--- src/hw/rtl/ckre_pkg.sv ---
// ============================================================================
// ckre_pkg - shared types and constants for the color key run extractor
// Register indexes, dimension limits, key band constants and helpers.
// ============================================================================
`default_nettype none

package ckre_pkg;

    // Largest image dimension; the output field widths follow from it.
    localparam int DIM_W      = 12;
    localparam int DIM_CNT_W  = DIM_W + 1;
    localparam logic [DIM_CNT_W-1:0] MAX_DIMENSION = 13'd4096;

    // Register map
    localparam int CFG_IDX_W  = 2;
    localparam int CFG_DATA_W = 24;
    localparam logic [CFG_IDX_W-1:0] REG_KEY_COLOR      = 2'd0;
    localparam logic [CFG_IDX_W-1:0] REG_MATCH_INVERTED = 2'd1;
    localparam logic [CFG_IDX_W-1:0] REG_IMAGE_WIDTH    = 2'd2;
    localparam logic [CFG_IDX_W-1:0] REG_IMAGE_HEIGHT   = 2'd3;

    // Register reset values
    localparam logic [23:0]          KEY_COLOR_RST = 24'h00FF00;
    localparam logic [DIM_CNT_W-1:0] DIM_RST       = 13'd4096;

    // Key band constants
    localparam logic [23:0] KEY_WHITE  = 24'hFFFFFF;
    localparam logic [23:0] KEY_BLACK  = 24'h000000;
    localparam logic [7:0]  WHITE_LO   = 8'hEF;
    localparam logic [7:0]  BLACK_HI   = 8'h10;
    localparam logic [7:0]  BAND_HALF  = 8'h11;
    localparam logic [7:0]  CHAN_MAX   = 8'hFF;

    typedef struct packed {
        logic [7:0] lo;
        logic [7:0] hi;
    } band_t;

    // A zero or oversized dimension means the maximum.
    function automatic logic [DIM_CNT_W-1:0] eff_dim(input logic [DIM_CNT_W-1:0] v);
        logic [DIM_CNT_W-1:0] res;
        if (v == '0 || v > MAX_DIMENSION)
            res = MAX_DIMENSION;
        else
            res = v;
        return res;
    endfunction

    // Per-channel bounds for one key byte.
    function automatic band_t chan_band(input logic [23:0] key_color,
                                        input logic [7:0]  key);
        band_t      b;
        logic [8:0] sum;
        sum = {1'b0, key} + {1'b0, BAND_HALF};
        if (key_color == KEY_WHITE) begin
            b.lo = WHITE_LO;
            b.hi = CHAN_MAX;
        end else if (key_color == KEY_BLACK) begin
            b.lo = '0;
            b.hi = BLACK_HI;
        end else begin
            b.lo = (key >= BAND_HALF) ? key - BAND_HALF : '0;
            b.hi = sum[8] ? CHAN_MAX : sum[7:0];
        end
        return b;
    endfunction

endpackage

`default_nettype wire

--- src/hw/rtl/color_key_run_extractor_top.sv ---
// ============================================================================
// color_key_run_extractor_top - color key horizontal run extractor
// Classifies raster-order RGB pixels against a key color band and emits one
// (start, end, row) transaction each time a run of wanted pixels closes.
// ============================================================================
// Usage:
//   s_* channel: one pixel per transaction in raster order (red, green, blue).
//   m_* channel: one run per transaction; run_end is exclusive.
//   cfg_*: register writes (key color, inverted match, width, height); write
//     only while the block is idle. Writes never reset counters or open runs.
// Pipeline: a pixel is held in the input register and classified on its way
//   into the output register, from which a run that the pixel closes is
//   offered on m_*.
// Throughput: one pixel per cycle sustained while m_tready stays high. The
//   only loop is the run state update (column, row, open flag, begin column).
// Reset: counters clear to row 0 column 0, no run open, both pipeline
//   registers empty; registers return to key 0x00FF00, normal match,
//   4096 x 4096.
// Stall: while a run waits in the output register with m_tready low, the
//   held pixel does not advance, whether it closes a run or not; the input
//   register holds one pixel and s_tready drops. No pixel or run is lost.
// ============================================================================
`default_nettype none

module color_key_run_extractor_top
(
    input  wire logic        clk,
    input  wire logic        rst_n,
    // Configuration write port
    input  wire logic                             cfg_we,
    input  wire logic [ckre_pkg::CFG_IDX_W-1:0]   cfg_index,
    input  wire logic [ckre_pkg::CFG_DATA_W-1:0]  cfg_data,
    // Pixel input
    input  wire logic        s_tvalid,
    output logic             s_tready,
    input  wire logic [23:0] s_tdata,   // red [7:0], green [15:8], blue [23:16]
    // Run output
    output logic             m_tvalid,
    input  wire logic        m_tready,
    output logic [39:0]      m_tdata    // run_start [11:0], run_end [24:12],
                                        // run_row [36:25], zero [39:37]
);

    localparam int DW = ckre_pkg::DIM_W;
    localparam int CW = ckre_pkg::DIM_CNT_W;

    // ------------------------------------------------------------------
    // Configuration registers
    // ------------------------------------------------------------------
    logic [23:0]   key_color_reg;
    logic          match_inv_reg;
    logic [CW-1:0] width_reg;
    logic [CW-1:0] height_reg;

    always_ff @(posedge clk or negedge rst_n)
    begin
        if (!rst_n)
        begin
            key_color_reg <= ckre_pkg::KEY_COLOR_RST;
            match_inv_reg <= 1'b0;
            width_reg     <= ckre_pkg::DIM_RST;
            height_reg    <= ckre_pkg::DIM_RST;
        end
        else if (cfg_we)
        begin
            case (cfg_index)
                ckre_pkg::REG_KEY_COLOR:      key_color_reg <= cfg_data[23:0];
                ckre_pkg::REG_MATCH_INVERTED: match_inv_reg <= cfg_data[0];
                ckre_pkg::REG_IMAGE_WIDTH:    width_reg     <= cfg_data[CW-1:0];
                ckre_pkg::REG_IMAGE_HEIGHT:   height_reg    <= cfg_data[CW-1:0];
                default: ;
            endcase
        end
    end

    // Bounds depend only on configuration, which is static while pixels flow.
    ckre_pkg::band_t band_r, band_g, band_b;
    logic [CW-1:0]   eff_w, eff_h;

    always_comb
    begin
        band_r = ckre_pkg::chan_band(key_color_reg, key_color_reg[7:0]);
        band_g = ckre_pkg::chan_band(key_color_reg, key_color_reg[15:8]);
        band_b = ckre_pkg::chan_band(key_color_reg, key_color_reg[23:16]);
        eff_w  = ckre_pkg::eff_dim(width_reg);
        eff_h  = ckre_pkg::eff_dim(height_reg);
    end

    // ------------------------------------------------------------------
    // Input register
    // ------------------------------------------------------------------
    logic        pix_valid_reg, pix_valid_next;
    logic [23:0] pix_reg;
    logic        out_valid_reg, out_valid_next;
    logic        proc_go;
    logic        in_fire;

    // Advance the pixel when the output register is free or being drained.
    assign proc_go  = pix_valid_reg && (!out_valid_reg || m_tready);
    assign s_tready = !pix_valid_reg || proc_go;
    assign in_fire  = s_tvalid && s_tready;

    always_comb
    begin
        pix_valid_next = pix_valid_reg;
        if (in_fire)
            pix_valid_next = 1'b1;
        else if (proc_go)
            pix_valid_next = 1'b0;
    end

    always_ff @(posedge clk)
    begin
        if (in_fire)
            pix_reg <= s_tdata;
    end

    // ------------------------------------------------------------------
    // Classification and run state
    // ------------------------------------------------------------------
    logic [DW-1:0] col_reg, col_next;
    logic [DW-1:0] row_reg, row_next;
    logic          run_open_reg, run_open_next;
    logic [DW-1:0] run_begin_reg, run_begin_next;

    logic          match, wanted, row_end, emit;
    logic [CW-1:0] col_p1, row_p1;
    logic [DW-1:0] begin_eff;
    logic [DW-1:0] res_start;
    logic [CW-1:0] res_end;

    always_comb
    begin
        match = (pix_reg[7:0]   >= band_r.lo) && (pix_reg[7:0]   <= band_r.hi) &&
                (pix_reg[15:8]  >= band_g.lo) && (pix_reg[15:8]  <= band_g.hi) &&
                (pix_reg[23:16] >= band_b.lo) && (pix_reg[23:16] <= band_b.hi);
        wanted    = match ^ match_inv_reg;
        col_p1    = {1'b0, col_reg} + CW'(1);
        row_p1    = {1'b0, row_reg} + CW'(1);
        row_end   = (col_p1 >= eff_w);
        begin_eff = run_open_reg ? run_begin_reg : col_reg;

        // A wanted pixel closes its run only at row end; an unwanted one
        // closes whatever run is open, ending before itself.
        if (wanted)
        begin
            emit      = row_end;
            res_start = begin_eff;
            res_end   = col_p1;
        end
        else
        begin
            emit      = run_open_reg;
            res_start = run_begin_reg;
            res_end   = {1'b0, col_reg};
        end
    end

    always_comb
    begin
        col_next       = col_reg;
        row_next       = row_reg;
        run_open_next  = run_open_reg;
        run_begin_next = run_begin_reg;
        if (proc_go)
        begin
            run_open_next  = wanted && !row_end;
            run_begin_next = begin_eff;
            if (row_end)
            begin
                col_next = '0;
                row_next = (row_p1 >= eff_h) ? '0 : row_p1[DW-1:0];
            end
            else
            begin
                col_next = col_p1[DW-1:0];
            end
        end
    end

    // ------------------------------------------------------------------
    // Output register
    // ------------------------------------------------------------------
    logic [DW-1:0] out_start_reg;
    logic [CW-1:0] out_end_reg;
    logic [DW-1:0] out_row_reg;

    always_comb
    begin
        out_valid_next = out_valid_reg;
        if (proc_go)
            out_valid_next = emit;
        else if (m_tready)
            out_valid_next = 1'b0;
    end

    always_ff @(posedge clk or negedge rst_n)
    begin
        if (!rst_n)
        begin
            pix_valid_reg <= 1'b0;
            out_valid_reg <= 1'b0;
            col_reg       <= '0;
            row_reg       <= '0;
            run_open_reg  <= 1'b0;
            run_begin_reg <= '0;
        end
        else
        begin
            pix_valid_reg <= pix_valid_next;
            out_valid_reg <= out_valid_next;
            col_reg       <= col_next;
            row_reg       <= row_next;
            run_open_reg  <= run_open_next;
            run_begin_reg <= run_begin_next;
        end
    end

    always_ff @(posedge clk)
    begin
        if (proc_go && emit)
        begin
            out_start_reg <= res_start;
            out_end_reg   <= res_end;
            out_row_reg   <= row_reg;
        end
    end

    assign m_tvalid = out_valid_reg;
    assign m_tdata  = {3'b000, out_row_reg, out_end_reg, out_start_reg};

`ifndef SYNTHESIS
    // An open run always began at or before the current column.
    a_begin_le_col: assert property (@(posedge clk) disable iff (!rst_n)
        run_open_reg |-> (run_begin_reg <= col_reg))
        else $error("open run begins past the current column");

    // Every emitted run is non-empty.
    a_run_nonempty: assert property (@(posedge clk) disable iff (!rst_n)
        out_valid_reg |-> (out_end_reg > {1'b0, out_start_reg}))
        else $error("emitted run is empty");

    // A held pixel stays put until the output side frees up.
    a_pix_held: assert property (@(posedge clk) disable iff (!rst_n)
        (pix_valid_reg && !proc_go) |=> (pix_valid_reg && $stable(pix_reg)))
        else $error("pending pixel lost or changed");

    // A pixel that reaches row end always leaves the run closed.
    a_row_end_closes: assert property (@(posedge clk) disable iff (!rst_n)
        (proc_go && row_end) |=> (!run_open_reg && col_reg == '0))
        else $error("row end did not close the run");
`endif

endmodule

`default_nettype wire

--- config.mk ---
export PLATFORM = sky130hd
export DESIGN_NAME = color_key_run_extractor_top
export DESIGN_NICKNAME = d
export VERILOG_FILES = /design/src/hw/rtl/ckre_pkg.sv /design/src/hw/rtl/color_key_run_extractor_top.sv
export SDC_FILE = /design/constraint.sdc
export NUM_CORES = 1
export LEC_CHECK = 0
export BUFFER_PORTS_ARGS = -buffer_cell sky130_fd_sc_hd__buf_2
export CORE_MARGIN = 4
export CORE_UTILIZATION = 60
export DETAILED_ROUTE_END_ITERATION = 6
export PLACE_DENSITY = 0.88
export SLEW_MARGIN = 30
export SYNTH_ARGS = -nofsm -noshare
export SYNTH_HDL_FRONTEND = slang
export SYNTH_SLANG_ARGS = --single-unit
--- constraint.sdc ---
create_clock -name clk -period 12.65 [get_ports clk]
set_input_delay 2.53 -clock clk [delete_from_list [all_inputs] [get_ports clk]]
set_output_delay 2.53 -clock clk [all_outputs]
set_load 0.01 [all_outputs]
-- Word level (Yosys, flattened, before mapping)
Cells that the tools add are included.
- register bits after elaboration: 151
- input bits: 55
- output and inout bits: 42
- logic and storage cells: 92
- add/sub/neg operators: 8
- magnitude comparators: 13
- equal/unequal tests: 4
- muxes and demuxes: 24
- bitwise gates (word level): 1
- reduce and logical (&&, ||, !) cells: 27
- operators by type and width (cell ; number):
    $mux 16 ; 6
    $mux 12 ; 5
    $mux 8 ; 6
    $add 8x5->9 const B ; 3
    $add 12x1->13 const B ; 2
    $ge 13x13->1 ; 2
    $gt 13x13->1 const B ; 2
    $logic_not 13->1 ; 2
    $mux 13 ; 2
    $eq 24x24->1 const B ; 1
    $ge 8x5->1 const B ; 3
    $ge 8x8->1 ; 3
    $le 8x8->1 ; 3
    $logic_not 24->1 ; 1
    $sub 8x5->8 const B ; 3
    $reduce_and 2->1 ; 5
    $logic_and 1x1->1 ; 9
    $mux 1 ; 5
    $eq 2x2->1 const B ; 2
    $logic_or 1x1->1 ; 4
    $reduce_bool 2->1 ; 2
    $logic_not 1->1 ; 3
    $eq 2x1->1 const B ; 1
    $logic_not 2->1 ; 1
    $xor 1x1->1 ; 1

-- Logic depth before layout (Yosys ltp)
- depth in word-level cells: 13
- depth in mapped cells: 16

-- Least setup slack after synthesis
OpenSTA, ideal clock, no wires.
- kind: register -> register
- start point: register key_color_reg[8]
- end point: register out_end_reg[0] (enable)
- setup time: 0.483 ns
- arrival: 5.972 ns
- data required time: 12.167 ns
- setup slack: 6.196 ns
- cell stages (with the launch flop): 15
- path buffers: 1
- period minus slack after synthesis: 6.454 ns
- path through: dfstp_2 -> inv_1 -> ha_1 -> or4b_1 -> or4_1 -> buf_2 -> a31o_2 -> ha_1 -> nor3b_1 -> o21ai_0 -> a221oi_1 -> a221oi_2 -> a31oi_1 -> nor2_2 -> o21ai_0
- longest elaborated chain between the ends: 12
- elaborated cells on any way between the ends: 27
- classes of those cells: add/sub (2); order compare (7); eq/ne (1); mux (9); bitwise (1); reduce/logical (7)
- ends and longest elaborated chain (what ; RTL line ; source):
    start: declaration ; color_key_run_extractor_top.sv:50 ; logic [23:0] key_color_reg;
    start signal: assignment ; color_key_run_extractor_top.sv:59 ; key_color_reg <= ckre_pkg::KEY_COLOR_RST;
    start signal: assignment ; color_key_run_extractor_top.sv:67 ; ckre_pkg::REG_KEY_COLOR: key_color_reg <= cfg_data[23:0];
    $sub 8x5->8 (tied with other cells) ; ckre_pkg.sv:62 ; b.lo = (key >= BAND_HALF) ? key - BAND_HALF : '0;
    $mux 8 / $mux 16 (equally long branches) ; ckre_pkg.sv:62, ckre_pkg.sv:58 ;
    $mux 16, on equally long branches ; ckre_pkg.sv:58, ckre_pkg.sv:55 ;
    $mux 16 (tied with other cells) ; ckre_pkg.sv:55 ; if (key_color == KEY_WHITE) begin
    $ge 8x8->1 / $logic_and 1x1->1 (equally long branches) ; color_key_run_extractor_top.sv:135, color_key_run_extractor_top.sv:134 ;
    $logic_and 1x1->1 ; color_key_run_extractor_top.sv:134 ; match = (pix_reg[7:0] >= band_r.lo) && (pix_reg[7:0] <= band_r.hi) &&
    $logic_and 1x1->1 (2 in a row) ; color_key_run_extractor_top.sv:135 ; (pix_reg[15:8] >= band_g.lo) && (pix_reg[15:8] <= band_g.hi) &&
    $logic_and 1x1->1 * ; color_key_run_extractor_top.sv:136 ; (pix_reg[23:16] >= band_b.lo) && (pix_reg[23:16] <= band_b.hi);
    $xor 1x1->1 * ; color_key_run_extractor_top.sv:137 ; wanted = match ^ match_inv_reg;
    $mux 1 * ; color_key_run_extractor_top.sv:145 ; if (wanted)
    $logic_and 1x1->1 * ; color_key_run_extractor_top.sv:221 ; if (proc_go && emit)
    end signal: assignment ; color_key_run_extractor_top.sv:224 ; out_end_reg <= res_end;
    end: declaration ; color_key_run_extractor_top.sv:185 ; logic [CW-1:0] out_end_reg;
Mark *: on every way between the ends. The rest lies on a longest branch, timed or not.
A chain may end at the register's enable or synchronous reset.

-- Worst setup path after layout
- start point: input port m_tready
- end point: output port s_tready
- longest elaborated chain between the ends: 3
- ends and longest elaborated chain (what ; RTL line ; source):
    start: declaration ; color_key_run_extractor_top.sv:39 ; input wire logic m_tready,
    $logic_or 1x1->1 ; color_key_run_extractor_top.sv:99 ; assign proc_go = pix_valid_reg && (!out_valid_reg || m_tready);
    $logic_and 1x1->1 ; color_key_run_extractor_top.sv:99 ;
    $logic_or 1x1->1 ; color_key_run_extractor_top.sv:100 ; assign s_tready = !pix_valid_reg || proc_go;
    end: declaration ; color_key_run_extractor_top.sv:35 ; output logic s_tready,
Every way passes these cells.

==> out/results.ini <==
[cts]
cts_buffer_depth = 2
cts_sinks = 151
cts_tree = done
cts-buffers-inserted = 17
post_cts_resized = 0
worstSkewPairLatency_ns = 0.43
root_buffer = clkbuf_16
cts_setup_buffers = 0
holdBufCountCts = 0
cts_htree_levels = 4
clkTransAtPathRegs_ns = 0.06

[worst_setup_path]
cp_common_cell = buf_2
cp_max_fo = 3
crit_slowest_cell = nand3b_1
critical_path.top_delay_family = buffers and inverters
end_kind = output pin
worstPathCellList = buf_2, nand3b_1, buf_2
startpoint = m_tready
required_ns = 10.12
crit_buf_inv = 2
cp_slowest_stage_delay_ns = 0.17
startpoint_type = input port
path_class = input port to output pin
r2r_start = key_color_reg[8]
arrival_ns = 2.96

[sta]
setup_viol_count_final = 0
tightest_slew_ns = 0.958
clock_skew_ns = 0.00768
whs_ns = 0.501
slew_headroom_pct = 35.7
finalCriticalPeriod_ns = 5.49
fmax_mhz = 182
setup_slack_ns = 7.16
grt_setup_unrepaired = false
timing.final.crit_share_pct = 43.4
slew_viol_final = 0
fin_setup_tns_ns = 0
hold_violations = 0

[route]
routed_wl_um = 18900
first_pass_iters = 5
wl_met2_um = 9440
dr_wl_met3_um = 847
ant_nets = 0
met1_length_um = 8350
route.top_layer_used = met4
num_vias = 6546
vias_per_cell = 5.94
drtIter0Drc = 435
drcViolationCount = 0
wl_per_cell_um = 17.2

[synthesis]
synth-seq-area-share_pct = 44.9
async_flop_share_pct = 59.6
synth-seq-cells = 151
ys_warn_count = 0
synth_cells = 832
synth_top_area_share_pct = 22.0
synth-edff-count = 61
synth_cell_type_count = 61
avgSynthCellArea_sq_um = 11.0
yosys-top-cells-area = dfrtp_1 22%, edfxtp_1 20%, ha_1 12%
synth_top_cell_by_area = dfrtp_1
synth_area_sq_um = 9110
synth_ff_type = dfrtp_1

[grt]
antenna_found_initial = 2
grt_pass1_vias = 6458
grt_pass1_wl_um = 31500
grt-ovfl-total = 0
track_usage_pct = 22.2
grt_max_degree = 66

[pwr]
power_mw = 1.82
clkPwrFrac_pct = 31.3
p_int_mw = 1.24
switchingPower_mw = 0.577
vdd_drop_max_uv = 89.5
p_per_area_nw_per_um2 = 176
pwr-share-comb_pct = 30.3
p_seq_share_pct = 38.4
p_leak_nw = 4.59
switching_share_pct = 31.7

[worst_hold_path]
hold_path.startpoint = run_begin_reg[11]
hold_path.class = register to register

[placed_design]
dpl_worst_slack_ns = 7.16
port_buffers = 93
placed_area_sq_um = 9680
gp_congestion = 0.902
place_hpwl_um = 13900
place_inst = 1068

[floorplanning]
row_count = 44
dieHeight_um = 131
dieWidth_um = 131
num_io_pins = 97
core-area_sq_um = 14700
start_util_pct = 62.0
fp.dieArea_sq_um = 17200

[cells_and_area]
fillers = 1018
finalNonFillerCells = 1102
final_cell_mix = 92 x buf_2, 88 x ha_1, 80 x dfrtp_1
final_common_cell = buf_2
multi_input_area_sq_um = 4780
regArea_sq_um = 4100
synthToLayoutAreaGrowth_pct = 13.6
fin_area_sq_um = 10400
finish.utilization_pct = 70.5
drive_gt1_share_pct = 24.3
fin_nets = 1046

[flow_run]
drv_cap = 0

[run_status]
status = finished clean

power by group through the flow:
| stage | registers [mW] | clock network, mW | logic (mW) |
|---|---|---|---|
| after global placement | 0.701 | 0 | 0.515 |
| final | 0.699 | 0.569 | 0.551 |
| after detailed placement | 0.704 | 0 | 0.547 |
| after global routing | 0.711 | 0.599 | 0.625 |
| after floorplan | 0.668 | 0 | 0.439 |
| after CTS | 0.697 | 0.573 | 0.554 |
final timing paths:
path | slack [ns] | endpoint | depth (start not counted)
hold / removal | 0.50 | run_begin_reg[11] | 1
setup reg to reg | 7.90 | out_start_reg[6] | 15
min in group asynchronous | 2.00 | run_begin_reg[10] | 1
max in group asynchronous | 9.51 | key_color_reg[22] | 2
setup / recovery | 7.16 | s_tready | 3
hold reg to reg | 0.50 | run_begin_reg[11] | 1
metal layers:
layer  up-vias  global-route usage, %
met3        25                   4.05
li1       3176                      -
met4         0                   7.53
met2       179                   37.3
met5         -                      0
met1      3166                   29.4
synthesized netlist by cell type (all sizes together) (20+ instances only):
cell type,number
clkbuf,26
a21oi,36
xor2,26
nand2b,30
ha,88
xnor2,35
o21ai,50
nor3,20
mux2,72
nor2,42
buf,22
nand3,27
nand2,57
edfxtp,61
dfrtp,80
logic make-up after synthesis:
logic type | share of synthesized area [%]
AO/OA/AOI/OAI | 11.1
AND/OR/NAND/NOR | 13.6
buffers and inverters | 2.91
flip-flops | 44.9
adder cells (fa/ha/maj) | 12.1
multiplexers | 9.42
XOR/XNOR | 5.86
other | 0.0411
cell type report:
cell class,count,area share [%]
Sequential cell,151,39.6
Clock buffer,20,4.31
Tap cell,184,2.22
Timing Repair Buffer,98,5.07
Clock inverter,12,2.16
Antenna cell,2,0.0483
Inverter,14,0.507
Multi-Input combinational cell,621,46.1
Power figures use the tool's default switching activity.
